$ cat config.mk
export PLATFORM = sky130hd
export DESIGN_NAME = isst_isqrt
export DESIGN_NICKNAME = d
export VERILOG_FILES = /design/src/isst_pkg.sv /design/src/isst_isqrt.sv
export SDC_FILE = /design/constraint.sdc
export NUM_CORES = 1
export LEC_CHECK = 0
export BUFFER_PORTS_ARGS = -buffer_cell sky130_fd_sc_hd__buf_2
export CAP_MARGIN = 15
export CORE_MARGIN = 1.5
export CORE_UTILIZATION = 60
export CTS_BUF_LIST = sky130_fd_sc_hd__clkbuf_2
export DETAILED_ROUTE_END_ITERATION = 8
export GPL_TIMING_DRIVEN = 0
export HOLD_SLACK_MARGIN = 0.08
export PLACE_DENSITY_LB_ADDON = 0.1
export SLEW_MARGIN = 25
export SYNTH_ARGS = -nofsm -noshare
export SYNTH_HDL_FRONTEND = slang
export SYNTH_SLANG_ARGS = --single-unit
$ cat constraint.sdc
create_clock -name i_clk -period 6.64 [get_ports i_clk]
set_clock_uncertainty 0.15 [all_clocks]
set_input_delay 0.332 -clock i_clk [delete_from_list [all_inputs] [get_ports i_clk]]
set_output_delay 0.332 -clock i_clk [all_outputs]
set_load 0.02 [all_outputs]
$ cat src/isst_pkg.sv
// Shared constants, types and the square-root digit step for the membership test.
package isst_pkg;

    // Joint count of the configuration and how many of them are tested.
    localparam int NJOINT = 4;
    localparam int DOF    = 4;

    localparam int COORD_W = 16;              // signed Q3.12 coordinate
    localparam int DIFF_W  = COORD_W + 1;     // signed difference
    localparam int SQ_W    = 2 * COORD_W;     // one squared magnitude
    localparam int SS_W    = SQ_W + 2;        // sum of four squares
    localparam int ROOT_W  = SS_W / 2;        // floor root of the sum
    localparam int REM_W   = ROOT_W + 2;      // partial remainder
    localparam int LEN_W   = 19;              // unsigned Q7.12 length

    localparam int CFG_DATA_W = 64;
    localparam int CFG_IDX_W  = 3;

    // Register indexes of the configuration port.
    localparam logic [CFG_IDX_W-1:0] CFG_LOWER     = 3'd0;
    localparam logic [CFG_IDX_W-1:0] CFG_UPPER     = 3'd1;
    localparam logic [CFG_IDX_W-1:0] CFG_START     = 3'd2;
    localparam logic [CFG_IDX_W-1:0] CFG_GOAL      = 3'd3;
    localparam logic [CFG_IDX_W-1:0] CFG_COST      = 3'd4;
    localparam logic [CFG_IDX_W-1:0] CFG_UNBOUNDED = 3'd5;

    typedef struct packed {
        logic [REM_W-1:0]  rem;
        logic [ROOT_W-1:0] root;
    } t_sqrt_st;

    // One restoring digit step: bring down two radicand bits, try 4*root+1.
    function automatic t_sqrt_st sqrt_step(input t_sqrt_st cur, input logic [1:0] pair);
        logic [REM_W+1:0] t_rem;
        logic [REM_W+1:0] t_trial;
        t_sqrt_st         nxt;
        t_rem   = {cur.rem, pair};
        t_trial = {{(REM_W - ROOT_W){1'b0}}, cur.root, 2'b01};
        if (t_rem >= t_trial) begin
            nxt.rem  = REM_W'(t_rem - t_trial);
            nxt.root = {cur.root[ROOT_W-2:0], 1'b1};
        end else begin
            nxt.rem  = t_rem[REM_W-1:0];
            nxt.root = {cur.root[ROOT_W-2:0], 1'b0};
        end
        return nxt;
    endfunction

endpackage

$ cat src/isst_isqrt.sv
// Pipelined floor square root, one result bit per stage.
module isst_isqrt (
    input  logic                          i_clk,
    input  logic                          i_en,
    input  logic [isst_pkg::SS_W-1:0]     i_x,
    output logic [isst_pkg::ROOT_W-1:0]   o_root
);

    localparam int NSTG = isst_pkg::ROOT_W;

    logic [isst_pkg::SS_W-1:0] r_x [NSTG];
    isst_pkg::t_sqrt_st        r_st [NSTG];

    for (genvar k = 0; k < NSTG; k++) begin : g_stg
        // stage k consumes the radicand pair at the next lower bit position
        localparam int LO = 2 * (NSTG - 1 - k);
        if (k == 0) begin : g_first
            isst_pkg::t_sqrt_st n_st;
            always_comb begin
                n_st = isst_pkg::sqrt_step('0, i_x[LO+1:LO]);
            end
            always_ff @(posedge i_clk) begin
                if (i_en) begin
                    r_x[k]  <= i_x;
                    r_st[k] <= n_st;
                end
            end
        end else begin : g_next
            isst_pkg::t_sqrt_st n_st;
            always_comb begin
                n_st = isst_pkg::sqrt_step(r_st[k-1], r_x[k-1][LO+1:LO]);
            end
            always_ff @(posedge i_clk) begin
                if (i_en) begin
                    r_x[k]  <= r_x[k-1];
                    r_st[k] <= n_st;
                end
            end
        end
    end

    assign o_root = r_st[NSTG-1].root;

endmodule

# Yosys cells after proc, flatten, opt, wreduce, memory -nomap -nowiden
# Memory sizes are Yosys's and may differ from the RTL's.
# Cells that the tools add are included.
[totals]
ff_bits = 0
latch_bits = 0
ram_bits = 1190
mem_bits_ro = 0
input_bits = 36
out_inout_bits = 17
elab_cells = 55
mem_count = 2
[mem_list]
columns = ["memory", "depth", "width", "read_ports", "rd_clocked_by_memory_dff", "write_ports", "line", "text"]
rows = [
  ["r_st", 17, 36, 17, 0, 17, "isst_isqrt.sv:12", "isst_pkg::t_sqrt_st r_st [NSTG];"],
  ["r_x", 17, 34, 16, 0, 17, "isst_isqrt.sv:11", "logic [isst_pkg::SS_W-1:0] r_x [NSTG];"],
]
[classes]
n_addsub = 17
multipliers = 0
div = 0
magnitude_cmp = 17
n_eq_ne = 0
shifts = 0
mux = 19
bitwise_logic = 0
reduce_logical = 0
[op_table]
columns = ["cell", "n"]
rows = [
  ["36-bit 2-to-1 mux", 17],
  ["21-bit by 19-bit >= comparator with 1-bit output", 16],
  ["19-bit subtractor", 16],
  ["2-bit by 1-bit subtractor with 3-bit output (second input constant)", 1],
  ["2-bit by 1-bit >= comparator with 1-bit output (second input constant)", 1],
  ["1-bit 2-to-1 mux", 2],
]

# Depth between registers and ports, before layout
# Gate-level depths: netlist of the first run.
[depth]
ltp_word = 2
ltp_mapped = 11
ltp_nobuf = 10

# Worst setup path after synthesis of the first run
# No wires, ideal clock.
[synth_path]
path_type = "register to register"
startpoint = "memory r_st[1][62] (netlist bit)"
endpoint = "memory r_st[1][105] (netlist bit) (data pin)"
arrival_ns = 2.394
path_slack_ns = 3.830
path_stages_with_launch = 10
n_path_buf = 1
period_less_slack_ns = 2.810
path_cell_list = "edfxtp_1 > ha_1 > buf_2 > nand4_1 > or3_4 > o31a_1 > o211ai_2 > or4b_4 > nor4_4 > xor2_1"
[synth_rtl]
columns = ["item", "line"]
rows = [
  ["start, declared", "isst_isqrt.sv:12"],
]

==> results.toml, run 1 <==
[outcome]
status = "complete, no violations"

[synthesis]
synth-seq-area-share_pct = 64.6
synth_nets = 2694
async_reset_ff_share_pct = 0
ys.flop_type = "edfxtp_1"
yosys-top-cells-area = "edfxtp_1 65%, ha_1 6.5%, xor2_1 3.0%"
netlist_instances = 2487
synth_top_cell_area_share_pct = 64.6
yosys.area.top_type = "edfxtp_1"
yosys_warnings = 0
netlist_area_mm2 = 0.0329
synth-edff-count = 707
syn_area_per_cell_um2 = 13.2
ys_ff_latch = 707
synth_common_cells = "707 x edfxtp_1, 211 x inv_1, 171 x ha_1"
ys_types = 83
synth_most_common_cell = "edfxtp_1"

[power]
leakagePower_nw = 14.4
peakVddDrop_v = 0.000206
seq_power_share_pct = 56.1
power.internal_mw = 7.31
power_density_mw_per_mm2 = 281
clockPowerShare_pct = 26.9
power.switching_mw = 3.03
power.share.combinational_pct = 17.0
p_sw_share_pct = 29.3

[placed_design]
place_congestion = 0.963
io_buffer_count = 52
placed_cells = 3242
hpwl_mm = 41.0
place_area_mm2 = 0.0342

[critical_path]
start_kind = "flop"
cpLargestDelayFamily = "compound AO/OA/AOI/OAI gates"
path_common_cell = "o21ai_0"
worstPathMaxFanout = 10
slowest_delay_ps = 720
crit_type = "flop to flop"
crit_path_end_kind = "flop"
cp.required_ps = 7550
worstPathArrival_ps = 4620
cp_num_buf_inv = 1
slowest_stage = "o211ai_1"
path_cells = "ha_1 -> o21ai_0 -> a211oi_1 -> a21oi_1 -> o211ai_1 -> clkbuf_1 -> o21ai_0 -> o21a_1"

[clocking]
cts_buffer_depth = 3
cts_tree = "built"
htreeDepth = 4
cts.clk_slew.worst_paths_ps = 110
cts_buffers = 172
root_buffer = "clkbuf_2"
clock_sinks = 707
cts_resized = 0
clk_latency_ps = 1330

[cells_and_area]
stdcell_count = 3647
fin_area_mm2 = 0.0368
area_growth_pct = 12.0
nets = 3034
fill_cells = 3848
layout-drive-gt1-share_pct = 13.6

[floorplanning]
die_w_um = 237
die_y_um = 237
die_area_mm2 = 0.0562
core_area_mm2 = 0.0539
fp-row-count = 85
ios = 53
start_util_pct = 60.9

[timing]
hold_viol = 0
max_freq_mhz = 270
slew_headroom_pct = 43.1
finalCritPeriodShare_pct = 55.9
final.setup.tns_ps = 0
finalSetupViolations = 0
finalMaxSlewViolations = 0
period_minus_slack_ps = 3710
tightest_slew_ps = 849
rsz0062_at_grt = "no"

[global_routing]
grt-ovfl-total = 0
grt_pass1_vias = 20600
track_usage_pct = 22.9
grt_max_degree = 106
antenna_found_initial = 1
grt_pass1_wl_mm = 102

[drt]
drt_iter0_markers = 1458
vias = 20700
vias_per_cell = 5.67
routedWlPerCell_um = 17.2
antenna_left = 0
drtPass1Iterations = 5
wl_mm = 62.7
drc = 0

[hold_path]
hp-class = "flop to flop"

[run]
max_cap_viol_count = 0
cells by family (layout without fill, tap and decap cells):
kind of cell	Yosys count	in the layout	synth area share, %
AO/OA/AOI/OAI	481	481	9.20
XOR/XNOR	206	206	5.49
adder cells (fa/ha/maj)	171	171	6.51
buffers and inverters	253	716	2.95
flip-flops	707	707	64.6
multiplexers	44	44	1.49
other	1	2	0.0114
AND/OR/NAND/NOR	624	624	9.74
state kept, by name, summed over array words and instances (netlist names):
register / count
r_st: 435
r_x: 272
area by class of cell:
cell class | count | area, µm² | area share, %
Antenna cell | 1 | 2.50 | 0.00680
Buffer | 39 | 165 | 0.449
Clock buffer | 238 | 1190 | 3.24
Clock inverter | 59 | 322 | 0.874
Inverter | 214 | 803 | 2.18
Multi-Input combinational cell | 1527 | 10700 | 29.0
Sequential cell | 707 | 21200 | 57.7
Tap cell | 696 | 871 | 2.37
Timing Repair Buffer | 166 | 1540 | 4.20
worst register-to-register path, stage by stage, from the launching register on:
cell and delay, ps:
edfxtp_1 410, ha_1 350, o21ai_0 160, a211oi_1 570
a21oi_1 280, o211ai_1 720, clkbuf_1 530, o21ai_0 180
o21a_1 140
worst paths after layout:
path          startpoint           end  slack (ps)  depth (start not counted)
max          r_st[1][89]  r_st[1][129]        2930                          8
min          r_x[0][244]   r_x[0][278]         260                          0
max reg2reg  r_st[1][89]  r_st[1][129]        2930                          8
min reg2reg  r_x[0][244]   r_x[0][278]         260                          0
layer usage:
layer	part of all wire [%]	up-vias	global-route usage [%]	wire length [µm]
met5	0	-	0	0
met4	2.2	0	9.23	1370
met3	5.9	105	5.12	3680
met2	48	610	37.1	30300
met1	44	9885	30.2	27300
li1	-	10100	-	-
power groups by stage:
stage	combinational, mW	clock (mW)	sequential (mW)
3_3_place_gp	1.61	0	5.98
5_1_grt	1.97	3.12	5.85
3_5_place_dp	1.68	0	5.90
4_1_cts	1.74	2.87	5.80
2_1_floorplan	1.26	0	5.78
6_report	1.76	2.78	5.80
cells in the final DEF (no fill, tap or decap), types with 11 or more instances in the layout:
master and instances:
or3_1 34, a21o_1 18, ha_1 171, dlygate4sd3_1 106, nand2b_1 27, nor3_1 66, inv_1 211, nand3_1 24
nor4_1 30, o31a_1 11, clkinv_1 37, clkbuf_1 26, nand4_1 23, o21ai_0 121, or4_1 17, nand2_1 146
a21oi_1 160, o211ai_1 12, a31oi_1 15, nor2b_1 27, o21a_1 36, o31ai_1 11, xor2_1 114, a211oi_1 13
edfxtp_1 707, clkbuf_2 238, nor2_1 161, xnor2_1 92, mux2_2 38, buf_2 60
stage by stage:
stage          worst slack, ps  util, %  hold slack (ps)  power, mW
3_5_place_dp              3040     63.4              255       7.57
3_3_place_gp             -5110     63.0              250       7.59
4_1_cts                   3020     68.2              245       10.4
6_report                  2930     68.2              259       10.3
2_1_floorplan             3830        -              250       7.04
5_1_grt                   2740     68.2              257       10.9
repair_timing:
action                                 4_1_cts  5_1_grt
buffers inserted                             0        0
endpoints found under the hold margin      641        0
hold buffers                               107        0
Power figures use the tool's default switching activity.
==> run 2, diff against run 1 <==
- ABC_AREA: default -> 1
- clock period: 6.64 -> 3.9 ns (I/O delays scaled with it)
==> results.toml, run 2 <==
[synthesis]
yosys_warnings = 0
async_reset_ff_share_pct = 0
ys.flop_type = "edfxtp_1"
synth-seq-area-share_pct = 56.5
netlist_instances = 4050
syn_area_per_cell_um2 = 9.27
synth-edff-count = 707
synth_common_cells = "1287 x nand2_1, 707 x edfxtp_1, 641 x inv_1"
netlist_area_mm2 = 0.0376
yosys-top-cells-area = "edfxtp_1 57%, nand2_1 13%, inv_1 6.4%"
synth_most_common_cell = "nand2_1"
yosys.area.top_type = "edfxtp_1"
synth_nets = 4257
synth_top_cell_area_share_pct = 56.5
ys_ff_latch = 707
ys_types = 50

[timing]
finalMaxSlewViolations = 0
max_freq_mhz = 380
final.setup.tns_ps = 0
hold_viol = 0
finalSetupViolations = 0
period_minus_slack_ps = 2630
tightest_slew_ps = 880
slew_headroom_pct = 41.3
holdWs_ps = 172
rsz0062_at_grt = "no"
finalCritPeriodShare_pct = 67.5

[critical_path]
crit_path_end_kind = "flop"
slowest_delay_ps = 580
cp.required_ps = 4730
slowest_stage = "dlygate4sd3_1"
crit_start = "i_en"
start_kind = "input pin"
worstPathMaxFanout = 100
crit_type = "input pin to flop"
reg2reg_from = "r_st[0][0]"
cpLargestDelayFamily = "buffers and inverters"
worstPathArrival_ps = 3470
cp_num_buf_inv = 8
path_cells = "dlygate4sd3_1 -> dlygate4sd3_1 -> dlygate4sd3_1 -> buf_8 -> buf_12 -> buf_16 -> buf_16 -> buf_16"
regToRegSetupSlack_ps = 1280

[outcome]
status = "complete, no violations"

[power]
power_mw = 18.7
peakVddDrop_v = 0.000396
leakagePower_nw = 19.4
power_density_mw_per_mm2 = 447

[global_routing]
grt_max_degree = 101
track_usage_pct = 26.2
grt_pass1_vias = 26500
antenna_found_initial = 2
grt_pass1_wl_mm = 131
grt-ovfl-total = 0

[cells_and_area]
top_regs = "r_st (435), r_x (272)"
layout-drive-gt1-share_pct = 11.1
multi_input_area_mm2 = 0.0136
most-common-layout-cells = "1287 x nand2_1, 707 x edfxtp_1, 641 x inv_1, 329 x nor2_1, 243 x clkbuf_2"
mostFrequentLayoutCell = "nand2_1"
stdcell_count = 5373
seq_area_mm2 = 0.0212
top_register = "r_st"
largest_reg_flops = 435
fill_cells = 5027
nets = 4605
area_growth_pct = 11.6

[clocking]
cts_setup_buffers = 0
ctsHoldBuffers = 110
clock_sinks = 707
clk_latency_ps = 1430
cts.clk_slew.worst_paths_ps = 100
cts_buffers = 176
htreeDepth = 4
cts_resized = 0
cts_tree = "built"
cts_buffer_depth = 3
root_buffer = "clkbuf_2"

[drt]
vias_per_cell = 5.07
antenna_left = 0
drc = 0
drtPass1Iterations = 6
wl_mm = 81.5
routedWlPerCell_um = 15.2
drt_iter0_markers = 1879
vias = 27300

[hold_path]
hold_start = "r_x[0][78]"
hp-class = "flop to flop"

[floorplanning]
die_y_um = 253
ios = 53
fp-row-count = 91
die_area_mm2 = 0.0641
die_w_um = 253
core_area_mm2 = 0.0618
start_util_pct = 60.7

[placed_design]
placed_cells = 4947
place_congestion = 0.935
io_buffer_count = 52
hpwl_mm = 59.1

[run]
max_cap_viol_count = 0
[run 2: cell count changes in the layout (fill, tap and decap cells not counted), moves of 34 or more]
cell,before,now
mux2_2,38,0
nand3_1,24,227
xor2_1,114,80
nand2_1,146,1287
xnor2_1,92,36
nand2_2,0,50
nor2_1,161,329
inv_1,211,641
o21a_1,36,0
[run 2: logic make-up (layout without fill, tap and decap cells)]
logic type	after synthesis	count (layout)	share of synthesized area, %
compound gates	289	289	4.21
xor+xnor	116	116	2.71
fa+ha+maj	171	171	5.70
buf+inv	693	1175	7.38
flops	707	707	56.5
other cells	1	5	0.00998
simple gates	2073	2073	23.5
[run 2: final cells by class]
cell class                      count  area share [%]
Sequential cell                   707            50.7
Multi-Input combinational cell   2650            32.4
Inverter                          662            5.93
Timing Repair Buffer              170            3.82
Clock buffer                      243            2.90
Tap cell                          837            2.50
Clock inverter                     69            1.11
Buffer                             31           0.684
Antenna cell                        4          0.0239
[run 2: metrics by stage]
| stage | area, µm² | setup WS (ps) | utilization (%) |
|---|---|---|---|
| after floorplan | 37600 | 1710 | - |
| after global placement | 38900 | -8000 | 62.9 |
| after detailed placement | 39100 | 1330 | 63.2 |
| after CTS | 41900 | 1280 | 67.7 |
| after global routing | 41900 | 971 | 67.8 |
| final | 41900 | 1270 | 67.8 |
[run 2: path summary, 6_finish.rpt]
| kind | endpoint | cells past startpoint |
|---|---|---|
| hold / removal | r_x[0][112] | 0 |
| setup reg to reg | r_st[0][69] | 10 |
| hold reg to reg | r_x[0][112] | 0 |
| setup / recovery | r_st[1][138] | 8 |
[run 2: where the power goes]
group	internal (mW)	switching (mW)	total, mW
Clock	2.03	3.07	5.10
Combinational	1.36	2.46	3.82
Sequential	9.30	0.500	9.80
[run 2: per-layer routing]
metal  vias to the layer above  global-route usage (%)  wire, µm
li1                      14000                       -         -
met1                     12400                    33.5     35500
met2                       718                    44.3     39600
met3                       152                    4.41      3980
met4                         0                    11.0      2490
met5                         -                       0         0
